### config.mk
export PLATFORM = sky130hd
export DESIGN_NAME = key_edge_and_auto_repeat_core_flat
export DESIGN_NICKNAME = d
export VERILOG_FILES = /design/src/rtl/kear_pkg.sv /design/src/rtl/kear_in_if.sv /design/src/rtl/kear_out_if.sv /design/src/rtl/kear_repeat.sv /design/src/rtl/key_edge_and_auto_repeat_core.sv /design/src/flat_wrapper.sv
export SDC_FILE = /design/constraint.sdc
export NUM_CORES = 1
export LEC_CHECK = 0
export CAP_MARGIN = 15
export CORE_MARGIN = 4
export CORE_UTILIZATION = 65
export CTS_BUF_LIST = sky130_fd_sc_hd__clkbuf_4
export DETAILED_ROUTE_END_ITERATION = 6
export DONT_BUFFER_PORTS = 1
export GPL_TIMING_DRIVEN = 0
export PLACE_DENSITY = 0.81
export RECOVER_POWER = 50
export SLEW_MARGIN = 15
export SYNTH_ARGS = -nofsm -noshare
export SYNTH_HDL_FRONTEND = slang
export SYNTH_HIERARCHICAL = 1
export SYNTH_SLANG_ARGS = --single-unit
### constraint.sdc
create_clock -name clk -period 7.6 [get_ports clk]
set_input_delay 0.38 -clock clk [delete_from_list [all_inputs] [get_ports clk]]
set_output_delay 0.38 -clock clk [all_outputs]
set_load 0.01 [all_outputs]
### src/rtl/kear_pkg.sv
`timescale 1ns / 1ps
// ----------------------------------------------------------------------------
// kear_pkg
// shared widths, register map, reset values and types of the key edge and
// auto-repeat core
// ----------------------------------------------------------------------------
package kear_pkg;

    localparam int KEY_W   = 8;
    localparam int GROUP_W = 3;
    localparam int HOLD_W  = 8;

    // apb register map
    localparam int ADDR_W = 3;
    localparam int DATA_W = 32;

    typedef enum logic
    {
        REG_REPEAT_GROUP    = 1'b0,
        REG_REPEAT_KEY_MASK = 1'b1
    } kear_reg_t;

    localparam logic [GROUP_W-1:0] REPEAT_GROUP_RST    = 3'd7;
    localparam logic [KEY_W-1:0]   REPEAT_KEY_MASK_RST = 8'h0F;
    localparam logic [HOLD_W-1:0]  HOLD_MAX            = 8'hFF;

    // per-scan request to the repeat counters
    typedef struct packed
    {
        logic             step;
        logic [KEY_W-1:0] now;
        logic [KEY_W-1:0] prev;
        logic [KEY_W-1:0] key_mask;
    } kear_rpt_req_t;

endpackage

### src/rtl/kear_in_if.sv
`timescale 1ns / 1ps
// ----------------------------------------------------------------------------
// kear_in_if
// scan channel: one group byte and query mask per transfer
// ----------------------------------------------------------------------------
interface kear_in_if;

    logic                          valid;
    logic                          ready;
    logic [kear_pkg::GROUP_W-1:0]  group_index;
    logic [kear_pkg::KEY_W-1:0]    scan_byte;
    logic [kear_pkg::KEY_W-1:0]    key_mask;

    modport source
    (
        output valid,
        output group_index,
        output scan_byte,
        output key_mask,
        input  ready
    );

    modport sink
    (
        input  valid,
        input  group_index,
        input  scan_byte,
        input  key_mask,
        output ready
    );

endinterface

### src/rtl/kear_out_if.sv
`timescale 1ns / 1ps
// ----------------------------------------------------------------------------
// kear_out_if
// result channel: down, pressed and released key bits per transfer
// ----------------------------------------------------------------------------
interface kear_out_if;

    logic                        valid;
    logic                        ready;
    logic [kear_pkg::KEY_W-1:0]  down_bits;
    logic [kear_pkg::KEY_W-1:0]  pressed_bits;
    logic [kear_pkg::KEY_W-1:0]  released_bits;

    modport source
    (
        output valid,
        output down_bits,
        output pressed_bits,
        output released_bits,
        input  ready
    );

    modport sink
    (
        input  valid,
        input  down_bits,
        input  pressed_bits,
        input  released_bits,
        output ready
    );

endinterface

### src/rtl/kear_repeat.sv
`timescale 1ns / 1ps
// ----------------------------------------------------------------------------
// kear_repeat
// per-key saturating hold counters and repeat phase of the repeat group
// ----------------------------------------------------------------------------
module kear_repeat #(
    parameter int REPEAT_DELAY  = 12,
    parameter int REPEAT_PERIOD = 3
) (
    input  logic                          clk,
    input  logic                          rst_n,
    input  kear_pkg::kear_rpt_req_t       req,
    output logic [kear_pkg::KEY_W-1:0]    pulse
);

    localparam int PH_W = (REPEAT_PERIOD > 1) ? $clog2(REPEAT_PERIOD) : 1;
    localparam logic [PH_W-1:0] PH_LAST = PH_W'(REPEAT_PERIOD - 1);
    localparam logic [kear_pkg::HOLD_W-1:0] DELAY_CNT = kear_pkg::HOLD_W'(REPEAT_DELAY);
    // once saturated the count no longer moves, so the pulse is fixed
    localparam logic SAT_PULSE = (((255 - REPEAT_DELAY) % REPEAT_PERIOD) == 0);

    logic [kear_pkg::HOLD_W-1:0] hold_reg  [kear_pkg::KEY_W];
    logic [kear_pkg::HOLD_W-1:0] hold_next [kear_pkg::KEY_W];
    logic [PH_W-1:0]             phase_reg  [kear_pkg::KEY_W];
    logic [PH_W-1:0]             phase_next [kear_pkg::KEY_W];

    genvar b;
    generate
        for (b = 0; b < kear_pkg::KEY_W; b++)
        begin : g_key
            logic                        active;
            logic                        sat;
            logic [kear_pkg::HOLD_W-1:0] hold_inc;
            logic [PH_W-1:0]             phase_step;

            assign active   = req.key_mask[b] & req.now[b] & req.prev[b];
            assign sat      = (hold_reg[b] == kear_pkg::HOLD_MAX);
            assign hold_inc = sat ? hold_reg[b] : hold_reg[b] + 1'b1;

            always_comb
            begin
                if (hold_inc == DELAY_CNT)
                begin
                    phase_step = '0;
                end
                else if (phase_reg[b] == PH_LAST)
                begin
                    phase_step = '0;
                end
                else
                begin
                    phase_step = phase_reg[b] + 1'b1;
                end
            end

            always_comb
            begin
                hold_next[b]  = hold_reg[b];
                phase_next[b] = phase_reg[b];
                pulse[b]      = 1'b0;
                if (req.step)
                begin
                    if (!active)
                    begin
                        hold_next[b]  = '0;
                        phase_next[b] = '0;
                    end
                    else
                    begin
                        hold_next[b] = hold_inc;
                        if (sat)
                        begin
                            pulse[b] = SAT_PULSE;
                        end
                        else
                        begin
                            phase_next[b] = phase_step;
                            pulse[b] = (hold_inc >= DELAY_CNT) && (phase_step == '0);
                        end
                    end
                end
            end

            always_ff @(posedge clk or negedge rst_n)
            begin
                if (!rst_n)
                begin
                    hold_reg[b]  <= '0;
                    phase_reg[b] <= '0;
                end
                else
                begin
                    hold_reg[b]  <= hold_next[b];
                    phase_reg[b] <= phase_next[b];
                end
            end
        end
    endgenerate

endmodule

### src/rtl/key_edge_and_auto_repeat_core.sv
`timescale 1ns / 1ps
// ----------------------------------------------------------------------------
// key_edge_and_auto_repeat_core
// key edge detector with typematic auto-repeat for a scanned keypad
// ----------------------------------------------------------------------------
// in_ch carries one keypad group byte with its group number and a query mask
// per transfer; out_ch returns the masked down, pressed and released bits of
// that group, one result per scan, in order.
// an input register feeds one pass of edge and repeat logic into an output
// register, and a result is offered on out_ch once it is in the output
// register; one scan is taken every cycle while out_ch keeps up.
// when out_ch stalls, the output register holds its result and the input
// register takes one more scan before in_ch ready drops.
// the apb port sets the repeat group (offset 0) and repeat key mask
// (offset 4); write them only while no scan is in flight.
// reset clears the stored group bytes, so keys held at reset report as
// pressed on the first scan, clears all hold counters and loads the
// register defaults (group 7, mask 0x0f).
// a group number of 0 or beyond the group count returns all zero bits and
// leaves the state untouched.
// ----------------------------------------------------------------------------
module key_edge_and_auto_repeat_core #(
    parameter int REPEAT_DELAY  = 12,
    parameter int REPEAT_PERIOD = 3,
    parameter int GROUP_COUNT   = 7
) (
    input  logic                          clk,
    input  logic                          rst_n,
    kear_in_if.sink                       in_ch,
    kear_out_if.source                    out_ch,
    input  logic                          psel,
    input  logic                          penable,
    input  logic                          pwrite,
    input  logic [kear_pkg::ADDR_W-1:0]   paddr,
    input  logic [kear_pkg::DATA_W-1:0]   pwdata,
    output logic [kear_pkg::DATA_W-1:0]   prdata,
    output logic                          pready
);

    localparam int IDX_W = (GROUP_COUNT > 1) ? $clog2(GROUP_COUNT) : 1;
    localparam int GW    = kear_pkg::GROUP_W;
    localparam int KW    = kear_pkg::KEY_W;

    // configuration
    logic [GW-1:0] repeat_group_reg;
    logic [KW-1:0] repeat_key_mask_reg;
    logic          cfg_write;
    kear_pkg::kear_reg_t cfg_sel;

    assign pready    = 1'b1;
    assign cfg_write = psel & penable & pwrite;
    assign cfg_sel   = kear_pkg::kear_reg_t'(paddr[2]);

    always_ff @(posedge clk or negedge rst_n)
    begin
        if (!rst_n)
        begin
            repeat_group_reg    <= kear_pkg::REPEAT_GROUP_RST;
            repeat_key_mask_reg <= kear_pkg::REPEAT_KEY_MASK_RST;
        end
        else if (cfg_write)
        begin
            unique case (cfg_sel)
                kear_pkg::REG_REPEAT_GROUP:    repeat_group_reg    <= pwdata[GW-1:0];
                kear_pkg::REG_REPEAT_KEY_MASK: repeat_key_mask_reg <= pwdata[KW-1:0];
                default: ;
            endcase
        end
    end

    always_comb
    begin
        unique case (cfg_sel)
            kear_pkg::REG_REPEAT_GROUP:
                prdata = {{(kear_pkg::DATA_W-GW){1'b0}}, repeat_group_reg};
            kear_pkg::REG_REPEAT_KEY_MASK:
                prdata = {{(kear_pkg::DATA_W-KW){1'b0}}, repeat_key_mask_reg};
            default:
                prdata = '0;
        endcase
    end

    // input register
    logic          in_valid_reg;
    logic [GW-1:0] grp_reg;
    logic [KW-1:0] scan_reg;
    logic [KW-1:0] ask_reg;
    logic          advance;
    logic          load_in;

    // output register
    logic          out_valid_reg;
    logic [KW-1:0] down_reg;
    logic [KW-1:0] pressed_reg;
    logic [KW-1:0] released_reg;

    assign advance     = in_valid_reg & (~out_valid_reg | out_ch.ready);
    assign in_ch.ready = ~in_valid_reg | advance;
    assign load_in     = in_ch.valid & in_ch.ready;

    always_ff @(posedge clk or negedge rst_n)
    begin
        if (!rst_n)
        begin
            in_valid_reg <= 1'b0;
        end
        else if (load_in)
        begin
            in_valid_reg <= 1'b1;
        end
        else if (advance)
        begin
            in_valid_reg <= 1'b0;
        end
    end

    always_ff @(posedge clk)
    begin
        if (load_in)
        begin
            grp_reg  <= in_ch.group_index;
            scan_reg <= in_ch.scan_byte;
            ask_reg  <= in_ch.key_mask;
        end
    end

    // previous scan store and edge logic
    logic [KW-1:0]       prev_reg [GROUP_COUNT];
    logic                grp_ok;
    logic [GW-1:0]       grp_m1;
    logic [IDX_W+GW-1:0] grp_wide;
    logic [IDX_W-1:0]    grp_idx;
    logic [KW-1:0]       prev_bits;
    logic [KW-1:0]       pulse;
    logic [KW-1:0]       down_next;
    logic [KW-1:0]       pressed_next;
    logic [KW-1:0]       released_next;
    kear_pkg::kear_rpt_req_t rpt_req;

    assign grp_ok    = (grp_reg != '0) && ({{(32-GW){1'b0}}, grp_reg} <= 32'(GROUP_COUNT));
    assign grp_m1    = grp_reg - 1'b1;
    assign grp_wide  = {{IDX_W{1'b0}}, grp_m1};
    assign grp_idx   = grp_wide[IDX_W-1:0];
    assign prev_bits = grp_ok ? prev_reg[grp_idx] : '0;

    assign rpt_req.step     = advance & grp_ok & (grp_reg == repeat_group_reg);
    assign rpt_req.now      = scan_reg;
    assign rpt_req.prev     = prev_bits;
    assign rpt_req.key_mask = repeat_key_mask_reg;

    kear_repeat #(
        .REPEAT_DELAY  (REPEAT_DELAY),
        .REPEAT_PERIOD (REPEAT_PERIOD)
    ) u_repeat (
        .clk   (clk),
        .rst_n (rst_n),
        .req   (rpt_req),
        .pulse (pulse)
    );

    always_comb
    begin
        if (grp_ok)
        begin
            down_next     = scan_reg & ask_reg;
            pressed_next  = ((scan_reg & ~prev_bits) | pulse) & ask_reg;
            released_next = ~scan_reg & prev_bits & ask_reg;
        end
        else
        begin
            down_next     = '0;
            pressed_next  = '0;
            released_next = '0;
        end
    end

    always_ff @(posedge clk or negedge rst_n)
    begin
        if (!rst_n)
        begin
            for (int g = 0; g < GROUP_COUNT; g++)
            begin
                prev_reg[g] <= '0;
            end
        end
        else if (advance && grp_ok)
        begin
            prev_reg[grp_idx] <= scan_reg;
        end
    end

    always_ff @(posedge clk or negedge rst_n)
    begin
        if (!rst_n)
        begin
            out_valid_reg <= 1'b0;
        end
        else if (advance)
        begin
            out_valid_reg <= 1'b1;
        end
        else if (out_ch.ready)
        begin
            out_valid_reg <= 1'b0;
        end
    end

    always_ff @(posedge clk)
    begin
        if (advance)
        begin
            down_reg     <= down_next;
            pressed_reg  <= pressed_next;
            released_reg <= released_next;
        end
    end

    assign out_ch.valid         = out_valid_reg;
    assign out_ch.down_bits     = down_reg;
    assign out_ch.pressed_bits  = pressed_reg;
    assign out_ch.released_bits = released_reg;

endmodule

### src/flat_wrapper.sv
// flat-port wrapper written by rule: the top's interface ports become plain ports
module key_edge_and_auto_repeat_core_flat 
#(
    parameter int REPEAT_DELAY  = 12,
    parameter int REPEAT_PERIOD = 3,
    parameter int GROUP_COUNT   = 7
)
  (clk, rst_n, psel, penable, pwrite, paddr, pwdata, prdata, pready, in_ch_valid, in_ch_group_index, in_ch_scan_byte, in_ch_key_mask, in_ch_ready, out_ch_valid, out_ch_down_bits, out_ch_pressed_bits, out_ch_released_bits, out_ch_ready);
  kear_in_if in_ch_i ();
  kear_out_if out_ch_i ();
  input  logic clk;
  input  logic rst_n;
  input  logic psel;
  input  logic penable;
  input  logic pwrite;
  input  logic [kear_pkg::ADDR_W-1:0] paddr;
  input  logic [kear_pkg::DATA_W-1:0] pwdata;
  output logic [kear_pkg::DATA_W-1:0] prdata;
  output logic pready;
  input wire logic [$bits(in_ch_i.valid)-1:0] in_ch_valid;
  input wire logic [$bits(in_ch_i.group_index)-1:0] in_ch_group_index;
  input wire logic [$bits(in_ch_i.scan_byte)-1:0] in_ch_scan_byte;
  input wire logic [$bits(in_ch_i.key_mask)-1:0] in_ch_key_mask;
  output wire logic [$bits(in_ch_i.ready)-1:0] in_ch_ready;
  output wire logic [$bits(out_ch_i.valid)-1:0] out_ch_valid;
  output wire logic [$bits(out_ch_i.down_bits)-1:0] out_ch_down_bits;
  output wire logic [$bits(out_ch_i.pressed_bits)-1:0] out_ch_pressed_bits;
  output wire logic [$bits(out_ch_i.released_bits)-1:0] out_ch_released_bits;
  input wire logic [$bits(out_ch_i.ready)-1:0] out_ch_ready;
  assign in_ch_i.valid = in_ch_valid;
  assign in_ch_i.group_index = in_ch_group_index;
  assign in_ch_i.scan_byte = in_ch_scan_byte;
  assign in_ch_i.key_mask = in_ch_key_mask;
  assign in_ch_ready = in_ch_i.ready;
  assign out_ch_valid = out_ch_i.valid;
  assign out_ch_down_bits = out_ch_i.down_bits;
  assign out_ch_pressed_bits = out_ch_i.pressed_bits;
  assign out_ch_released_bits = out_ch_i.released_bits;
  assign out_ch_i.ready = out_ch_ready;
  key_edge_and_auto_repeat_core #(.REPEAT_DELAY(REPEAT_DELAY), .REPEAT_PERIOD(REPEAT_PERIOD), .GROUP_COUNT(GROUP_COUNT)) u_core (.clk(clk), .rst_n(rst_n), .in_ch(in_ch_i), .out_ch(out_ch_i), .psel(psel), .penable(penable), .pwrite(pwrite), .paddr(paddr), .pwdata(pwdata), .prdata(prdata), .pready(pready));
endmodule
* Yosys cells after proc, flatten, opt, wreduce, memory -nomap -nowiden
Cells that the tools add are included.
** Storage, ports and cells
- Flip-flop bits (word level) :: 192
- Input bits :: 61
- Output and inout bits :: 59
- Logic and storage cells :: 244
** Cells by class
- Add/subtract/negate cells :: 17
- $lt $le $gt $ge :: 10
- Equality and inequality tests :: 33
- Mux-type cells :: 84
- Bitwise gates (word level) :: 36
- Reductions and logical operators :: 31
** Operator list (count)
- $mux W8 :: 20
- $add A8 B1 Y8 const B :: 8
- $eq A8 B4 Y1 const B :: 8
- $eq A8 B8 Y1 const B :: 8
- $ge A8 B4 Y1 const B :: 8
- $mux W2 :: 32
- $pmux W32 S2 :: 1
- $bwmux W56 :: 1
- $and A8 B8 Y8 :: 5
- $mux W1 :: 28
- $bmux W8 S3 :: 1
- $demux W8 S3 :: 1
- $and A1 B1 Y1 :: 22
- $reduce_and A2 Y1 :: 10
- $add A2 B1 Y2 const B :: 8
- $eq A2 B2 Y1 const B :: 8
- $logic_not A2 Y1 :: 8
- $ne A2 B2 Y1 const B :: 8
- $not A8 Y8 :: 2
- $logic_and A1 B1 Y1 :: 10
- $or A8 B8 Y8 :: 1
- $ge A4 B4 Y1 const B :: 1
- $lt A4 B1 Y1 const B :: 1
- $not A3 Y4 :: 1
- 6 further kinds :: 10

* Logic depth before layout (Yosys ltp)
Gate-level depths: netlist (run 1).
- Depth after elaboration :: 11
- Depth in mapped cells :: 14
- Depth with buffers taken out :: 11

* Hierarchy
Netlist (run 1), hierarchy kept.
** By module, submodules not included
- kear_repeat :: times used 1, cells an instance 601, area each 5078.6 um^2, seq. area each 2001.9 um^2
- key_edge_and_auto_repeat_core :: times used 1, cells an instance 337, area each 5067.4 um^2, seq. area each 3026.7 um^2

* Least setup slack after synthesis (run 1)
Ideal clock, no wire load.
- Path type :: reg2reg
- Start point :: register u_core.grp_reg[0]
- End point :: register u_core/u_repeat/phase_reg[5] in the netlist's numbering
- Data arrival time :: 3.036 ns
- Required time :: 7.505 ns
- Setup slack :: 4.469 ns
- Stages on the path, launching flop included :: 14
- Buffers on the path :: 3
- Path through :: edfxtp_1 buf_4 inv_1 ha_1 clkbuf_1 nor3_2 nand2_1 a21oi_1 and3_1 clkbuf_1 nand2_1 or2_2 a41o_1 o31ai_1
** Between the ends
- Word-level cells in the longest chain between the ends :: 9
** Ends and longest elaborated chain
- start: declaration :: RTL line key_edge_and_auto_repeat_core.sv:85 : logic [GW-1:0] grp_reg;
- start signal: assignment :: RTL line key_edge_and_auto_repeat_core.sv:121 : grp_reg <= in_ch.group_index;
- $sub A3 B1 Y3 :: RTL line key_edge_and_auto_repeat_core.sv:141 : assign grp_m1 = grp_reg - 1'b1;
- $not A3 Y4 (not written as such) :: RTL line key_edge_and_auto_repeat_core.sv:144 : assign prev_bits = grp_ok ? prev_reg[grp_idx] : '0;
- $bmux W8 S3 :: RTL line key_edge_and_auto_repeat_core.sv:144
- $mux W8 (not written as such) (2 in series) :: RTL line key_edge_and_auto_repeat_core.sv:144
- $mux W8 (*) :: RTL line key_edge_and_auto_repeat_core.sv:144
- via u_core.prev_bits[5] :: RTL line key_edge_and_auto_repeat_core.sv:133 : logic [KW-1:0] prev_bits;
- $and A1 B1 Y1 (*) :: RTL line kear_repeat.sv:36 : assign active = req.key_mask[b] & req.now[b] & req.prev[b];
- $ne A2 B2 Y1 (no line)
- $reduce_and A2 Y1 (no line)
- end signal: indexed assignment :: RTL line kear_repeat.sv:94 : phase_reg[b] <= phase_next[b];
- end: declaration :: RTL line kear_repeat.sv:24 : logic [PH_W-1:0] phase_reg [kear_pkg::KEY_W];
The timed path passes the listed nets; every way through them passes the cells marked *. The select of a mux whose other input is x is not followed.
A chain may end at the register's enable or synchronous reset.

==> results of run 1 <==
-- cell type report --
type                       instances  area [µm²]  share of cell area
clock buffer                      19         143              0.0129
antenna                            1        2.50            0.000226
buffer                            75         439              0.0397
multi-input combinational        674        4690               0.424
timing repair buffer              30         295              0.0267
tap                              211         264              0.0238
inverter                          20        75.1             0.00678
clock inverter                    13         131              0.0119
sequential                       192        5030               0.454
-- logic make-up after synthesis --
group           Yosys count
mux                      94
simple gates            288
flops                   192
fa+ha+maj                10
buf+inv                  95
xor+xnor                 10
compound gates          247
other cells               2
-- power by group through the flow --
stage	clock network [µW]	logic, µW	registers [µW]
detailed placement	0	482	1390
finish	541	516	1370
global placement	0	461	1380
global route	603	567	1390
CTS	549	514	1370
floorplan	0	399	1340
-- cells in the mapped netlist (all sizes together) (8+ instances only) --
library cell,instances
mux4,8
o21ai,42
a211oi,14
and2,16
inv,20
a22oi,8
a41oi,12
a31o,13
nand2,97
o31ai,14
a22o,8
nor2,21
a31oi,9
dfrtp,142
buf,43
and3,57
a21oi,88
nand3,36
nor3,12
nand2b,16
ha,10
clkbuf,32
edfxtp,43
mux2,84
-- path summary, 6_finish.rpt --
check / from / end / depth (start not counted)
max in group asynchronous: rst_n / u_core/u_repeat/phase_reg[0] / 2
min in group asynchronous: rst_n / u_core/prev_reg[10] / 2
worst min register to register: u_core/u_repeat/phase_reg[4] / u_core/u_repeat/phase_reg[4] / 1
worst max-delay path: u_core/grp_reg[0] / u_core/out_ch.pressed_bits[6] / 13
worst min-delay path: out_ch_ready / u_core/in_valid_reg / 2
worst max register to register: u_core/grp_reg[0] / u_core/out_ch.pressed_bits[6] / 13
-- stage by stage --
stage               hold slack, ps  cells  utilization  setup slack (ps)  power (µW)
floorplan                     84.4    961            -              4470        1740
global placement              90.0   1172        0.688              3150        1840
detailed placement            89.5   1172        0.688              3090        1870
CTS                           35.4   1234        0.727              2990        2430
global route                  23.4   1235        0.725              2750        2560
finish                        53.0   1235        0.725              2920        2430
-- worst max-delay path: cells and delay by family, from the launching register on --
family	cells	cell delay, ps
buf+inv	5	1750
simple gates	5	1500
flops	1	480
fa+ha+maj	1	240
compound gates	2	590
-- routing by layer --
layer | vias to the layer above | wire [µm]
met5 | - | 0
met1 | 3918 | 10100
met2 | 328 | 11100
met4 | 0 | 437
met3 | 40 | 1700
li1 | 3595 | -
==> impl_metrics.toml, run 1 <==
[status]
status = "finished with violations"
violations = "max-capacitance violations, max-slew violations"

[logic_synthesis]
synth_top_family_by_area = "compound AO/OA/AOI/OAI gates"
synth.top_cell.area_share = 0.350
yosys_warnings = 6
synth_compound_area_frac = 0.163
synth_xor_area_frac = 0.00863
ys_seq_area_frac = 0.496
yosysTopAreaCell = "dfrtp_1"
synth_area_per_cell_um2 = 10.8
synth_area_leaders = "dfrtp_1 35%, edfxtp_1 13%, mux2_2 8.4%"
ys_ff_latch = 192
synth_cell_type_count = 79
synth_simple_gate_area_frac = 0.153
synthCells = 938
synth_edf_count = 43
synth_ff_type = "dfrtp_1"
synth_adder_area_share = 0.0123
synth_area_um2 = 10100
synthArstFlopShare = 0.776
synthMuxAreaShare = 0.116

[clocking]
cts.hold.buffers_added = 30
clk_pin_slew_worst_paths_ps = 160
root_buffer = "clkbuf_4"
cts_setup_buffers = 0
cts_buffers = 17
worstSkewPairLatency_ps = 600
clk_path_buf_depth = 2
cts-resized-gates = 0
cts_tree = "yes"
clock_sinks = 192
cts-htree-levels = 4

[sta]
fmax_ghz = 0.213
skew_ps = 29.2
maxSlewViolCount = 150
setup_viol = 0
rsz0062_at_grt = "no"
tightest_slew_ps = 3660
period_share = 0.616
relSlewSlack = -1.44
min_period_ps = 4680
hold_violations = 0
finalSetupTns_ps = 0

[final_layout]
drive_above_1_share = 0.213
largest_reg_flops = 64
layout_commonest_cell = "dfrtp_1"
layout_common_cells = "142 x dfrtp_1, 96 x nand2_1, 86 x a21oi_1"
fill_cells = 1073
finalInstanceArea_um2 = 11100
area_growth_pct = 9.10
nets = 1081

[critical_path]
slowest_delay_ps = 770
path_cells = "buf_4 > inv_1 > ha_1 > nand2b_1 > buf_4 > nand3_2 > nor4_1 > clkbuf_1 > clkbuf_1 > nand2_1 > a211oi_1 > and3_1 > a31o_2"
worstSetupStartpointType = "register"
cp.required_ps = 8070
critPathMaxFanout = 10
worstPathArrival_ps = 5160
worstSetupEndpointType = "register"
ff2ff_setup_slack_ps = 2920
critPathSlowestCell = "nor4_1"
path_class = "register to register"

[pwr]
pwr-share-clk = 0.223
power.switching_uw = 741
combPwrFrac = 0.212
internal-power_uw = 1690
swShare = 0.305
p_leak_uw = 0.00465
powerDensity_nw_per_um2 = 219
vdd_drop_max_mv = 0.175
p_seq_frac = 0.565

[global_routing]
antenna_found_initial = 1
grt.met2_usage = 0.427
grt_max_degree = 150
grt.total_usage = 0.268
use_met1 = 0.374
met3_usage = 0.0654
grt.overflow.total = 0
grt_pass1_vias = 7349
grt_pass1_wl_um = 38000
busiest_layer = "met2"

[placement]
port_buffers = 0
detailed_place_hpwl_um = 15700
gp_congestion = 0.862
dpl-instance-area_um2 = 10500

[route]
ant_nets = 0
drc = 0
drt_iter0_markers = 752
routed_via_density = 6.38
routed_wl_um = 23300
wl_per_cell_um = 18.9
dr.pass1.iters = 5
via_count = 7881

[floorplan]
io_pins = 120
core_area_um2 = 15300
die_y_um = 133
rows = 45
start_util = 0.665
die_x_um = 133
dieArea_um2 = 17700

[flow_run]
max_cap_violations = 1

[worst_hold_path]
hold_class = "input port to register"
(Power assumes the default switching activity.)
==> run 2, diff against run 1 <==
- ABC_AREA: default -> 1
- clock period: 7.6 -> 4.4 ns (I/O delays scaled with it)
==> run 2 against run 1 <==
Against the previous run:
- the flow finishes with violations (design-rule violations, max-capacitance violations, max-slew violations)
- critical path type unchanged
- worst setup slack worse by 2300 ps
- final cell count is 49% higher
- power rose by 130%
- first-iteration DRC count grew 28%
- clock power increased by 63%
- largest power group unchanged
- combinational power rose to 3.8 times the previous value
- critical path depth up 4
- clock-buffer cell count down 1
- synthesized cell count grew 62%
- die area rose by 6.8%
==> impl_metrics.toml, run 2 <==
[placement]
detailed_place_hpwl_um = 19300
port_buffers = 0
gp_congestion = 0.931
dp.cells = 1764
dpl-instance-area_um2 = 11200

[global_routing]
busiest_layer = "met2"
grt_pass1_vias = 9015
grt.met2_usage = 0.467
grt_max_degree = 150
antenna_found_initial = 1
grt_pass1_wl_um = 43700
grt.overflow.total = 0
grt.total_usage = 0.299
use_met1 = 0.407
met3_usage = 0.0654

[sta]
relSlewSlack = -1.24
fmax_ghz = 0.262
tightest_slew_ps = 3360
maxSlewViolCount = 150
rsz0062_at_grt = "no"
skew_ps = 32.4
finalSetupTns_ps = 0
hold_ws_ps = 74.5
hold_violations = 0
setup_viol = 0
min_period_ps = 3820
period_share = 0.869

[final_layout]
area_growth_pct = 9.04
finalInstanceArea_um2 = 11900
largest_reg_flops = 64
fin_cells = 1837
drive_above_1_share = 0.0818
layout_common_cells = "695 x nand2_1, 142 x dfrtp_1, 128 x inv_1"
nets = 1671
layout_commonest_cell = "nand2_1"
utilization = 0.718

[worst_hold_path]
hold_class = "input port to register"
min_to = "u_core/repeat_key_mask_reg[6]"
min_path_cells = 3
min_from = "paddr[2]"

[route]
drc = 1
routed_via_density = 5.44
wl_per_cell_um = 15.1
dr.pass1.iters = 7
via_count = 9987
routed_wl_um = 27700
drt_iter0_markers = 961
ant_nets = 0

[pwr]
p_seq_frac = 0.499
vdd_drop_max_mv = 0.345
combPwrFrac = 0.345
swShare = 0.411
internal-power_uw = 3340
power.switching_uw = 2330
powerDensity_nw_per_um2 = 478
pwr-share-clk = 0.156
p_leak_uw = 0.00604

[critical_path]
r2r-start = "u_core/grp_reg[0]"
critPathMaxFanout = 11
cp.required_ps = 4830
path_class = "register to register"
worstSetupEndpointType = "register"
ff2ff_setup_slack_ps = 580
worstSetupStartpointType = "register"
worstRegToRegCells = 17
reg2reg_to = "u_core/out_ch.pressed_bits[2]"
worstPathArrival_ps = 4250

[floorplan]
io_pins = 120
rows = 47
start_util = 0.659
dieArea_um2 = 18900
die_x_um = 137
die_y_um = 137
core_area_um2 = 16500

[logic_synthesis]
synth_area_um2 = 10900
synthArstFlopShare = 0.776
synth_edf_count = 43
yosysTopAreaCell = "dfrtp_1"
ys_ff_latch = 192
synth_area_leaders = "dfrtp_1 33%, nand2_1 24%, edfxtp_1 12%"
synth_ff_type = "dfrtp_1"
synth_cell_type_count = 32
yosys_warnings = 6
synth.top_cell.area_share = 0.326
post-synth-top-count-cell = "nand2_1"
synth_area_per_cell_um2 = 7.16
synth_common_cells = "695 x nand2_1, 142 x dfrtp_1, 128 x inv_1, 121 x nor2_1, 117 x nand3_1"
ys_seq_area_frac = 0.462
synthCells = 1521

[clocking]
cts_setup_buffers = 0
cts_buffers = 17
cts_tree = "yes"
worstSkewPairLatency_ps = 600
cts.hold.buffers_added = 37
clk_pin_slew_worst_paths_ps = 150
cts-htree-levels = 4
clock_sinks = 192
clk_path_buf_depth = 2
root_buffer = "clkbuf_4"
cts-resized-gates = 0

[status]
violations = "design-rule violations, max-capacitance violations, max-slew violations"
status = "finished with violations"

[flow_run]
max_cap_violations = 1
[run 2: cell count changes in the layout (fill, tap and decap cells not counted), moves of 13 or more]
cell and delta:
nand2_2 +13, o31ai_1 -14, nand2b_1 -16, a21oi_1 -73
and3_1 -51, o21ai_0 +39, a31o_2 -13, inv_1 +108
a211oi_1 -14, nand3_1 +82, nand2_1 +599, mux2_2 -76
nor2_1 +103
[run 2: power by group through the flow]
stage	logic, µW	registers (µW)	clock network [µW]
2_1_floorplan	1490	2730	0
3_3_place_gp	1770	2840	0
3_5_place_dp	1850	2850	0
4_1_cts	1920	2820	905
5_1_grt	2250	2890	979
6_report	1950	2830	882
[run 2: routing by layer]
metal | wire, µm | vias up
met5 | 0 | -
met4 | 1040 | 0
met3 | 2180 | 75
met2 | 12700 | 421
met1 | 11800 | 4612
li1 | - | 4879
[run 2: final cells by class]
| cell class | count | area (µm²) |
|---|---|---|
| plain buffers | 68 | 399 |
| multi-input cells | 1150 | 5040 |
| inverters | 134 | 503 |
| clock buffers | 18 | 135 |
| clock inverters | 14 | 113 |
| fillers | 1357 | 4660 |
| repair buffers | 37 | 365 |
| flip-flops and latches | 192 | 5030 |
| well taps | 220 | 275 |
| diodes | 4 | 10.0 |
[run 2: cell families after synthesis]
group	count (synthesis)	synth area share
DFF	192	0.462
adders and majority gates	10	0.0115
and+or+nand+nor	989	0.376
buffers and inverters	202	0.0830
AOI/OAI and AO/OA	118	0.0604
xor gates and xnor gates	8	0.00644
other	2	0.000690
[run 2: through the flow]
stage          setup WS (ps)  power, µW
2_1_floorplan           1740       4220
3_3_place_gp             834       4610
3_5_place_dp             727       4700
4_1_cts                  639       5640
5_1_grt                  300       6120
6_report                 577       5670
[run 2: worst max-delay path: stages, from the launching register on]
cell and delay [ps]:
edfxtp_1 470, inv_2 80, buf_2 210, buf_4 240
ha_1 250, buf_2 210, inv_2 180, buf_2 290
nand3_1 120, nand2_1 110, nor2_1 70, nor2_1 130
nand3_1 160, nor2_1 480, inv_1 140, a21oi_1 270
nand3_1 120, nand2_1 140
[run 2: worst max-delay path by stage]
stage                           start                       endpoint  slack, ps  cells past startpoint
floorplan           u_core/grp_reg[0]  u_core/out_ch.pressed_bits[4]       1740                     17
global placement    u_core/grp_reg[0]  u_core/out_ch.pressed_bits[2]        830                     17
detailed placement  u_core/grp_reg[0]  u_core/out_ch.pressed_bits[2]        730                     17
CTS                 u_core/grp_reg[0]  u_core/out_ch.pressed_bits[2]        640                     17
global route        u_core/grp_reg[0]  u_core/out_ch.pressed_bits[2]        300                     17
finish              u_core/grp_reg[0]  u_core/out_ch.pressed_bits[2]        580                     17
==> run 3, diff against run 2 <==
- BUFFER_PORTS_ARGS: default -> -buffer_cell sky130_fd_sc_hd__buf_2
- CORE_UTILIZATION: 65 -> 61
- DONT_BUFFER_PORTS: 1 -> default
- PLACE_DENSITY: 0.81 -> 0.83
==> run 3 against run 2 <==
Against the previous run:
- the run ends with max-capacitance violations, max-slew violations left
- critical path type unchanged
- sequential share of layout area decreased by 1.1 points
- combinational power grew 2%
- via count up 2.3%
- worst setup slack better by 220 ps
- global-route usage fell by 1.5 points
- clock-buffer cell count unchanged
- final area up 2.7%
- core utilization down 1.8 points
- largest power group unchanged
- critical path depth down 1
- register-to-register slack better by 220 ps
==> impl_metrics.toml, run 3 (synthesized netlist as in run 2, its figures left out) <==
[floorplan]
die_y_um = 142
rows = 48
io_pins = 120
dieArea_um2 = 20000
start_util = 0.625
die_x_um = 142
core_area_um2 = 17400

[route]
routed_via_density = 5.36
ant_nets = 0
drt_iter0_markers = 896
dr.pass1.iters = 5
wl_per_cell_um = 14.6
drc = 0
via_count = 10200
routed_wl_um = 27800

[worst_hold_path]
min_to = "u_core/repeat_key_mask_reg[6]"
min_path_cells = 5
hold_class = "input port to register"
min_from = "penable"

[critical_path]
worstSetupStartpointType = "register"
r2r-start = "u_core/grp_reg[0]"
crit_start = "u_core/grp_reg[0]"
critPathMaxFanout = 11
ff2ff_setup_slack_ps = 790
crit_buf_inv = 6
worstRegToRegCells = 16
path_class = "register to register"
reg2reg_to = "u_core/out_ch.pressed_bits[2]"
critPathSlowestCell = "clkbuf_1"
path_cells = "inv_2 > buf_2 > buf_4 > ha_1 > buf_2 > clkbuf_1 > nand3_1 > nand2_1 > nor2_1 > nor2_1 > nand3_1 > nor2_1 > inv_1 > a21oi_1 > nand3_1 > nand2_1"
slowest_delay_ps = 460
worstPathArrival_ps = 4060
critPathTopFamily = "simple AND/OR/NAND/NOR gates"
worstSetupEndpointType = "register"
cp.required_ps = 4850

[sta]
worst_slack_ps = 794
period_share = 0.820
hold_violations = 0
tightest_slew_ps = 3390
fmax_ghz = 0.277
maxSlewViolCount = 72
finalSetupTns_ps = 0
relSlewSlack = -1.26
skew_ps = 29.3
setup_viol = 0
min_period_ps = 3610
rsz0062_at_grt = "no"

[global_routing]
met3_usage = 0.0526
grt_pass1_wl_um = 45600
grt.total_usage = 0.284
grt_max_degree = 79
grt.met2_usage = 0.456
busiest_layer = "met2"
grt_pass1_vias = 9443
grt.overflow.total = 0
antenna_found_initial = 2
use_met1 = 0.384

[clocking]
cts_tree = "yes"
worstSkewPairLatency_ps = 590
cts-htree-levels = 4
cts-resized-gates = 0
clock_sinks = 192
root_buffer = "clkbuf_4"
cts_buffers = 17
clk_pin_slew_worst_paths_ps = 150
clk_path_buf_depth = 2

[placement]
detailed_place_hpwl_um = 19700
dpl-instance-area_um2 = 11600
port_buffers = 68
gp_congestion = 0.956
pre_cts_slack_ps = 908

[pwr]
p_leak_uw = 0.00622
powerDensity_nw_per_um2 = 468
vdd_drop_max_mv = 0.234
total_power_uw = 5700

[status]
violations = "max-capacitance violations, max-slew violations"
status = "finished with violations"

[flow_run]
max_cap_violations = 1

[final_layout]
fill_cells = 1467
finalInstanceArea_um2 = 12200
nets = 1738
drive_above_1_share = 0.101
multi_input_area_um2 = 5040
area_growth_pct = 12.0
layout_common_cells = "695 x nand2_1, 142 x dfrtp_1, 128 x inv_1"
layout_commonest_cell = "nand2_1"
utilization = 0.700
regArea_um2 = 5030
largest_reg_flops = 64
==> run 3: changes by cell type in the layout (fill, tap and decap cells not counted), moves of 2 or more <==
cell | before | now
inv_6 | 1 | 3
diode_2 | 4 | 2
dfstp_1 | 3 | 0
clkinv_2 | 4 | 2
buf_2 | 17 | 52
inv_4 | 3 | 1
dfstp_2 | 4 | 7
clkinvlp_4 | 1 | 3
clkbuf_1 | 20 | 51
==> run 3: repair_timing <==
item / CTS / global route
hold buffers: 35 / 0
endpoints found under the hold margin: 103 / 0
buffers inserted: 0 / 0
==> run 3: stage by stage <==
stage	hold slack (ps)	std cells
floorplan	-75.6	1544
global placement	396	1837
detailed placement	214	1838
CTS	150	1905
global route	271	1907
finish	263	1907
==> run 3: worst max path at each step <==
stage                                          endpoint  slack (ps)  cells after the start
final                     u_core/out_ch.pressed_bits[2]         790                     16
after global routing       u_core/u_repeat/phase_reg[4]         300                      2
after CTS                 u_core/out_ch.pressed_bits[2]         850                     17
after global placement     u_core/u_repeat/phase_reg[8]         850                      1
after floorplan           u_core/out_ch.pressed_bits[4]        1740                     17
after detailed placement  u_core/out_ch.pressed_bits[2]         910                     17
==> run 3: layout make-up <==
class	instances	area share
buffer	68	0.0327
antenna	2	0.000411
timing repair buffer	104	0.0561
multi-input combinational	1150	0.413
clock buffer	18	0.0111
tap	225	0.0231
clock inverter	14	0.00944
sequential	192	0.413
inverter	134	0.0413
==> run 3: report_power, final <==
group / total (µW) / switching (µW) / internal (µW)
clock: 891 / 606 / 285
sequential: 2820 / 449 / 2370
combinational: 1990 / 1280 / 705
total: 5700 / 2340 / 3360
==> run 3: layer usage <==
metal | wire [µm] | up-vias | share of wire
met5 | 0 | - | 0
met4 | 940 | 0 | 0.034
met3 | 2170 | 70 | 0.078
met2 | 12900 | 407 | 0.46
met1 | 11800 | 4729 | 0.42
li1 | - | 5015 | -
==> run 3: worst min-delay path, stage by stage <==
cell	delay, ps
buf_2	100
and3_1	150
clkbuf_1	180
nand3_1	100
nand2_1	50
